File: config.mk
export PLATFORM = sky130hd
export DESIGN_NAME = olpe_cell
export DESIGN_NICKNAME = d
export VERILOG_FILES = /design/src/olpe_pkg.sv /design/src/olpe_cell.sv
export SDC_FILE = /design/constraint.sdc
export NUM_CORES = 1
export LEC_CHECK = 0
export BUFFER_PORTS_ARGS = -buffer_cell sky130_fd_sc_hd__buf_2
export CORE_MARGIN = 10
export CORE_UTILIZATION = 44
export DETAILED_ROUTE_END_ITERATION = 8
export GPL_TIMING_DRIVEN = 1
export PLACE_DENSITY_LB_ADDON = 0.05
export SYNTH_ARGS = -nofsm -noshare
export SYNTH_HDL_FRONTEND = slang
export SYNTH_SLANG_ARGS = --single-unit
File: constraint.sdc
create_clock -name clk -period 3.42 [get_ports clk]
set_input_delay 0.342 -clock clk [delete_from_list [all_inputs] [get_ports clk]]
set_output_delay 0.342 -clock clk [all_outputs]
set_load 0.02 [all_outputs]
File: src/olpe_pkg.sv
package olpe_pkg;

	localparam int CAPACITY = 64;
	localparam int IDX_W    = $clog2(CAPACITY);
	localparam int CNT_W    = $clog2(CAPACITY + 1);
	localparam int GROUP    = 8;
	localparam int NGROUPS  = CAPACITY / GROUP;
	localparam int GRP_W    = $clog2(GROUP);
	localparam int GSEL_W   = IDX_W - GRP_W;

	localparam int CMD_W    = 3;
	localparam int POS_W    = 16;
	localparam int VAL_W    = 32;
	localparam int STAT_W   = 2;
	localparam int FPOS_W   = 6;
	localparam int ECNT_W   = 7;

	typedef enum logic [CMD_W-1:0] {
		CMD_APPEND    = 3'd0,
		CMD_PREPEND   = 3'd1,
		CMD_INSERT    = 3'd2,
		CMD_TAKE_HEAD = 3'd3,
		CMD_TAKE_TAIL = 3'd4,
		CMD_REMOVE    = 3'd5,
		CMD_FIND      = 3'd6
	} cmd_t;

	typedef enum logic [STAT_W-1:0] {
		ST_OK     = 2'd0,
		ST_EMPTY  = 2'd1,
		ST_BADIDX = 2'd2,
		ST_FULL   = 2'd3
	} status_t;

	typedef enum logic [1:0] {
		CELL_HOLD,
		CELL_INSERT,
		CELL_REMOVE
	} cell_op_t;

	typedef struct packed {
		cell_op_t          op;
		logic [IDX_W-1:0]  k;
		logic [VAL_W-1:0]  value;
		logic [CNT_W-1:0]  cnt;
	} cell_ctrl_t;

endpackage

File: src/olpe_cell.sv
module olpe_cell
	import olpe_pkg::*;
(
	input  logic             clk,
	input  logic [IDX_W-1:0] index,
	input  cell_ctrl_t       ctrl,
	input  logic [VAL_W-1:0] left_data,
	input  logic [VAL_W-1:0] right_data,
	output logic [VAL_W-1:0] data,
	output logic             match
);

	logic [VAL_W-1:0] entry_q;

	always_ff @(posedge clk) begin
		unique case (ctrl.op)
			CELL_INSERT: begin
				if (index > ctrl.k) begin
					entry_q <= left_data;
				end else if (index == ctrl.k) begin
					entry_q <= ctrl.value;
				end
			end
			CELL_REMOVE: begin
				if (index >= ctrl.k) begin
					entry_q <= right_data;
				end
			end
			default: begin
			end
		endcase
	end

	assign data  = entry_q;
	assign match = (CNT_W'(index) < ctrl.cnt) && (entry_q == ctrl.value);

endmodule

==> run_results.csv <==
group,metric,value,unit
critical_path,cp-start-kind,"flop",
detailed_routing,num_vias,2593,
synth,synth_warnings,0,
cells_and_area,largest_reg_flops,32,
power_and_ir_drop,ir_drop,0.194,mV
timing,hold_violations,0,
power_and_ir_drop,p_per_area,388,mW/mm^2
timing,timing.final.ws_setup,989,ps
critical_path,cp.required,3080,ps
clock_network,ctsHtreeMaxLevel,2,
detailed_routing,ant_nets,0,
timing,maxSlewViolCount,0,
place,dpl_worst_slack,961,ps
place,hpwlAfterDp,6970,um
detailed_routing,wl_met1,3490,um
cells_and_area,final_util,61.9,%
clock_network,path_clk_slew,70,ps
cells_and_area,design_area,0.00345,sq mm
detailed_routing,highest_layer,"met4",
synth,synth_nets,399,
die,initial_core_util,45.9,%
detailed_routing,drt_pass1_iterations,4,
synth,ys_seq_area_share,37.5,%
synth,yosysTopAreaCellShare,37.5,%
clock_network,cts_tree,"done",
timing,worstMarginPinSlew,755,ps
flow_run,maxCapViolCount,0,
clock_network,post_cts_buffers,0,
cells_and_area,antennaDiodeCount,0,
timing,hold_ws,404,ps
timing,rsz0062_at_grt,"no",
place,dp.cells,479,
global_route,grt_pass1_wl,13100,um
die,die_w,96.3,um
die,core_area,0.00557,sq mm
cells_and_area,drive_above_1_share,41.4,%
cells_and_area,synthToLayoutAreaGrowth,34.8,%
clock_network,cts_buffers,5,
die,ios,151,
place,port_buffers,150,
detailed_routing,routed_wl,8700,um
critical_path,critPathKind,"reg -> out",
outcome,outcome,"finished clean",
global_route,track_usage,18.1,%
critical_path,crit_arrival,2090,ps
critical_path,endpoint_kind,"output port",
die,rows,27,
cells_and_area,layout.nets,543,
worst_hold_path,min_from,"left_data[19]",
place,place_congestion,0.755,
global_route,first_global_vias,2739,
clock_network,cts_root_buf,"clkbuf_8",
timing,timing.final.crit_share,71.1,%
timing,maxClockFrequency,411,MHz
clock_network,cts_hold_buf,0,
synth,ys_ff_latch,32,
detailed_routing,initialDrtViolationCount,113,
synth,syn_area_per_cell,9.48,sq um
global_route,antenna_found_initial,0,
synth,yosysTopAreaCell,"edfxtp_1",
synth,syn_area,0.00256,sq mm
die,die_area,0.00927,sq mm
power_and_ir_drop,total_power,1.34,mW
clock_network,cts.path.max_buffers,2,
synth,syn_inst,270,
die,die_y,96.3,um
global_route,overflow,0,
timing,setup_violations,0,
detailed_routing,wire_per_inst,17.9,um
critical_path,critPathLaunch,"data[5]$_DFFE_PP_",
timing,tns,0,ps
cells_and_area,stdcell_count,487,
worst_hold_path,hold_path.class,"in -> reg",
clock_network,cts.sinks,32,
critical_path,cp_max_fo,2,
timing,min_period,2430,ps
detailed_routing,met2_length,4280,um
global_route,grt_max_degree,33,
synth,synth_cell_types,30,
synth,synth_area_leaders,"edfxtp_1, o221a_1, xor2_1",
detailed_routing,vias_per_cell,5.32,
power_and_ir_drop,leakage,1.59,nW
timing,maxSlewHeadroom,49.4,%
clock_network,post_cts_resized,0,
place,placed_area,0.00334,sq mm
detailed_routing,post-route-drc-count,0,
detailed_routing,wl_met3,824,um
## logic make-up after synthesis
logic type,after synthesis,synth area share (%)
and+or+nand+nor,89,15.9
xor gates and xnor gates,32,10.9
DFF,32,37.5
AOI/OAI and AO/OA,76,23.7
adders and majority gates,11,5.38
buffers and inverters,30,6.50
## routing by layer
metal,global-route usage [%],vias to the layer above
li1,-,1285
met1,20.7,1196
met2,32.1,104
met3,5.53,8
met4,4.18,0
met5,0,-
## synth_stat cells (all sizes together)
master and number:
edfxtp 32, o21ai 2, inv 12, a21oi 38
nand4b 1, nand3 1, nor3 1, nor2b 1
a31oi 1, and2 1, or2 1, a21o 2
clkbuf 3, xor2 32, ha 11, o221a 32
buf 15, nor2 65, nand4 3, nand2b 4
nor4 8, nand2 3, o22ai 1
## layout by cell type (no fill, tap or decap), types with 4 or more instances in the layout
cell type | netlist | final
nand2b_1 | 4 | 4
o221a_1 | 30 | 30
edfxtp_1 | 32 | 32
clkbuf_8 | 0 | 5
a21oi_1 | 37 | 36
nor4_1 | 8 | 8
inv_1 | 12 | 12
nor2_1 | 65 | 65
buf_2 | 7 | 150
ha_1 | 11 | 11
xor2_1 | 32 | 32
buf_4 | 4 | 4
## layout make-up
cell class                      count  area (sq um)
Timing Repair Buffer              155           801
Tap cell                           72          90.1
Clock buffer                        5          68.8
Clock inverter                      3          37.5
Multi-Input combinational cell    208          1450
Inverter                           12          45.0
Fill cell                         511          2120
Sequential cell                    32           961
## critical path: stages, from the launching register on
cell      delay (ps)
edfxtp_1         410
xor2_1           160
nor4_1           520
nand4_1          210
nor3_1           290
buf_2            220
## final timing paths
check	endpoint	slack [ps]	depth (start not counted)
setup / recovery	match	990	5
hold / removal	data[19]$_DFFE_PP_	400	2
## power by group
part           switching [mW]  internal (mW)
clock network           0.151          0.212
registers              0.0298          0.500
logic                   0.255          0.190
Power figures use the tool's default switching activity.
