--- config.mk ---
export PLATFORM = sky130hd
export DESIGN_NAME = olpe_first_match
export DESIGN_NICKNAME = d
export VERILOG_FILES = /design/src/olpe_pkg.sv /design/src/olpe_first_match.sv
export SDC_FILE = /design/constraint.sdc
export NUM_CORES = 1
export LEC_CHECK = 0
export BUFFER_PORTS_ARGS = -buffer_cell sky130_fd_sc_hd__buf_2
export CORE_MARGIN = 2
export CORE_UTILIZATION = 25
export CTS_CLUSTER_SIZE = 40
export DETAILED_ROUTE_END_ITERATION = 12
export PLACE_DENSITY_LB_ADDON = 0.3
export SLEW_MARGIN = 15
export SYNTH_ARGS = -nofsm -noshare
export SYNTH_HDL_FRONTEND = slang
export SYNTH_SLANG_ARGS = --single-unit
--- constraint.sdc ---
create_clock -name clk -period 2 [get_ports clk]
set_input_delay 0.3 -clock clk [delete_from_list [all_inputs] [get_ports clk]]
set_output_delay 0.3 -clock clk [all_outputs]
set_load 0.02 [all_outputs]
--- src/olpe_pkg.sv ---
package olpe_pkg;

	localparam int CAPACITY = 64;
	localparam int IDX_W    = $clog2(CAPACITY);
	localparam int CNT_W    = $clog2(CAPACITY + 1);
	localparam int GROUP    = 8;
	localparam int NGROUPS  = CAPACITY / GROUP;
	localparam int GRP_W    = $clog2(GROUP);
	localparam int GSEL_W   = IDX_W - GRP_W;

	localparam int CMD_W    = 3;
	localparam int POS_W    = 16;
	localparam int VAL_W    = 32;
	localparam int STAT_W   = 2;
	localparam int FPOS_W   = 6;
	localparam int ECNT_W   = 7;

	typedef enum logic [CMD_W-1:0] {
		CMD_APPEND    = 3'd0,
		CMD_PREPEND   = 3'd1,
		CMD_INSERT    = 3'd2,
		CMD_TAKE_HEAD = 3'd3,
		CMD_TAKE_TAIL = 3'd4,
		CMD_REMOVE    = 3'd5,
		CMD_FIND      = 3'd6
	} cmd_t;

	typedef enum logic [STAT_W-1:0] {
		ST_OK     = 2'd0,
		ST_EMPTY  = 2'd1,
		ST_BADIDX = 2'd2,
		ST_FULL   = 2'd3
	} status_t;

	typedef enum logic [1:0] {
		CELL_HOLD,
		CELL_INSERT,
		CELL_REMOVE
	} cell_op_t;

	typedef struct packed {
		cell_op_t          op;
		logic [IDX_W-1:0]  k;
		logic [VAL_W-1:0]  value;
		logic [CNT_W-1:0]  cnt;
	} cell_ctrl_t;

endpackage

--- src/olpe_first_match.sv ---
module olpe_first_match
	import olpe_pkg::*;
(
	input  logic                clk,
	input  logic                en,
	input  logic [CAPACITY-1:0] match_s1,
	output logic                hit,
	output logic [IDX_W-1:0]    hit_index
);

	logic [NGROUPS-1:0]  grp_any;
	logic [GRP_W-1:0]    grp_idx [NGROUPS];
	logic [NGROUPS-1:0]  grp_any_s2;
	logic [GRP_W-1:0]    grp_idx_s2 [NGROUPS];

	// first set bit inside each group
	always_comb begin
		for (int g = 0; g < NGROUPS; g++) begin
			grp_any[g] = |match_s1[g*GROUP +: GROUP];
			grp_idx[g] = '0;
			for (int b = GROUP - 1; b >= 0; b--) begin
				if (match_s1[g*GROUP + b]) begin
					grp_idx[g] = GRP_W'(b);
				end
			end
		end
	end

	always_ff @(posedge clk) begin
		if (en) begin
			for (int g = 0; g < NGROUPS; g++) begin
				grp_any_s2[g] <= grp_any[g];
				grp_idx_s2[g] <= grp_idx[g];
			end
		end
	end

	// first group with a hit
	always_comb begin
		logic [GSEL_W-1:0] sel;
		sel = '0;
		for (int g = NGROUPS - 1; g >= 0; g--) begin
			if (grp_any_s2[g]) begin
				sel = GSEL_W'(g);
			end
		end
		hit       = |grp_any_s2;
		hit_index = {sel, grp_idx_s2[sel]};
	end

endmodule

==> impl_metrics.tcl <==
set metrics [dict create \
    drtPass1Iterations 4 \
    track_usage 0.1068 \
    drtIter0Drc 57 \
    setup_ws_ns -0.4574 \
    power.density_mw_per_mm2 617.6 \
    drc 0 \
    yosys_warnings 0 \
    slew_headroom 0.5269 \
    syn_nets 246 \
    finalPower_uw 1605 \
    cts-htree-levels 2 \
    ys_ff_latch 32 \
    ios 73 \
    grt_pass1_vias 1504 \
    maxSlewViolCount 0 \
    n_fill_cell 747 \
    post_drt_via_cell_ratio 4.457 \
    violations "negative setup slack" \
    synth_top_cell_area_share 0.5130 \
    period_share 1.229 \
    root_buffer "clkbuf_8" \
    hold_viol 0 \
    final_area_mm2 0.002599 \
    min_from "match_s1[44]" \
    setup_viol 4 \
    gp_congestion 0.8150 \
    max_clock_freq_mhz 406.9 \
    grt_pass1_wl_um 6955 \
    antenna_cells 0 \
    wl_met2_um 2011 \
    rsz0062_at_grt "yes" \
    worstSetupPathType "register to primary output" \
    synth_top_area_cell "edfxtp_1" \
    hold_depth 3 \
    power.leakage_uw 0.001054 \
    synth.yosys.seq_area_share 0.5130 \
    crit_required_ns 1.70 \
    holdBufCountCts 0 \
    finalNetCount 334 \
    syn_area_mm2 0.001873 \
    syn_inst 180 \
    coreArea_mm2 0.007253 \
    ant_nets 0 \
    overflow 0 \
    cts_tree "yes" \
    drive_gt1_frac 0.3829 \
    top_layer "met4" \
    min_to "grp_any_s2[5]" \
    drt-met1-wl_um 1978 \
    route.detailed.wl_per_inst_um 11.76 \
    wl_met3_um 271 \
    dpl_cell_area_mm2 0.002431 \
    synth.avg_cell_area_um2 10.41 \
    clock-sinks 32 \
    synthTopCellsByArea "edfxtp_1 (51%), mux2i_1 (9.6%), nor3_1 (7.2%)" \
    grt_max_degree 33 \
    dpl.hpwl_um 3390 \
    layout_min_cycle_time_ns 2.457 \
    startpoint_type "register" \
    outcome "finished, violations left" \
    start_util 0.2582 \
    cp_data_arrival_time_ns 2.16 \
    cts.path.max_buffers 2 \
    row_count 31 \
    wirelength_um 4327 \
    cts_buffers 5 \
    syn_to_final_growth_pct 38.74 \
    die_h_um 90.56 \
    maxCapViolations 0 \
    worst-path-max-fanout 13 \
    antenna_found_initial 0 \
    yosysUniqueCellTypes 15 \
    hold_class "primary input to register" \
    critPathCaptureType "primary output" \
    ir_drop_mv 0.2011 \
    worstMarginPinSlew_ns 0.7097 \
    vias 1640 \
    die_x_um 90.56 \
    cts.clk_slew.worst_paths_ns 0.07 \
    portBuffers 72 \
    dieArea_mm2 0.008200 \
]
==> synth_stat cells, drive strengths merged <==
master  number
edfxtp      32
nor4        18
mux2         3
a21oi       17
mux2i       18
o21bai       9
inv         17
buf          2
nor2        17
o41ai        1
nor2b       10
nand2        9
nor3        27
==> per-stage QoR <==
stage / worst slack [ns] / setup TNS, ns / hold WS, ns / cells / util
2_1_floorplan: -0.03490 / -0.1047 / 0.4125 / 180 / -
3_3_place_gp: -0.07141 / -0.1907 / 0.6080 / 358 / 0.3352
3_5_place_dp: -0.1826 / -0.4994 / 0.6106 / 358 / 0.3352
4_1_cts: -0.4906 / -1.423 / 0.3092 / 366 / 0.3474
5_1_grt: -0.5519 / -1.749 / 0.3033 / 368 / 0.3583
6_report: -0.4574 / -1.330 / 0.3183 / 368 / 0.3583
==> power breakdown <==
part           switching (uW)  internal [uW]
Combinational             154            156
Sequential               29.6            792
Clock                     232            241
Total                     416           1190
==> sequential cells by signal, summed over array words and instances (netlist names) <==
name and cells:
grp_idx_s2 24, grp_any_s2 8
==> cell type report <==
class	count	area, um2	share of cell area
Multi-Input combinational cell	129	887.1	0.3414
Clock buffer	6	72.57	0.02792
Timing Repair Buffer	83	479.2	0.1844
Clock inverter	2	11.26	0.004333
Inverter	17	63.81	0.02455
Tap cell	99	123.9	0.04767
Sequential cell	32	960.9	0.3698
==> critical path, cell delays in order, from the launching register on <==
cell and delay [ns]:
edfxtp_1 0.45, nor4_4 0.31, nor2b_4 0.20, buf_12 0.16
mux2i_2 0.23, mux2i_1 0.10, mux2_4 0.26, buf_2 0.16
==> metal layers <==
metal  GRT usage  vias to the layer above
met5           0                        -
met4     0.03077                        0
met3     0.03422                        6
met2      0.1704                       52
met1      0.1387                      729
li1            -                      853
==> worst max-delay path by stage <==
stage	startpoint	to	slack (ns)	cells past startpoint
2_1_floorplan	grp_any_s2[2]	hit_index[0]	-0.03	7
3_3_place_gp	grp_any_s2[3]	hit_index[0]	-0.07	7
3_5_place_dp	grp_any_s2[3]	hit_index[1]	-0.18	7
4_1_cts	grp_any_s2[3]	hit_index[1]	-0.49	7
5_1_grt	grp_any_s2[0]	hit_index[1]	-0.55	7
6_report	grp_any_s2[0]	hit_index[1]	-0.46	7
==> placed cells by master (no fill, tap or decap) <==
cell	Yosys	final
a21oi_1	17	17
buf_12	1	1
buf_2	0	70
buf_4	0	7
buf_6	1	5
clkbuf_1	0	1
clkbuf_8	0	5
clkinv_1	0	1
clkinvlp_4	0	1
edfxtp_1	32	32
inv_1	17	17
mux2_4	0	3
mux2i_1	18	15
mux2i_2	0	3
nand2_1	9	9
nor2_1	17	17
nor2b_1	10	9
nor2b_4	0	1
nor3_1	27	24
nor3_2	0	2
nor3_4	0	1
nor4_1	17	16
nor4_4	1	2
o21bai_1	9	8
o21bai_2	0	1
o41ai_4	1	1
==> cells by family (layout without fill, tap and decap cells) <==
kind of cell,count (synthesis),count (layout),share of synthesized area
compound gates,27,27,0.09619
mux,21,21,0.1142
simple gates,81,81,0.2258
buf+inv,19,108,0.05077
flops,32,32,0.5130
==> what timing repair did <==
item,CTS,global route
pin swaps,0,3
buffers inserted,0,2
setup endpoints to repair,3,5
gates resized for setup,1,15
Note: power is estimated with default switching activity, not from simulation.
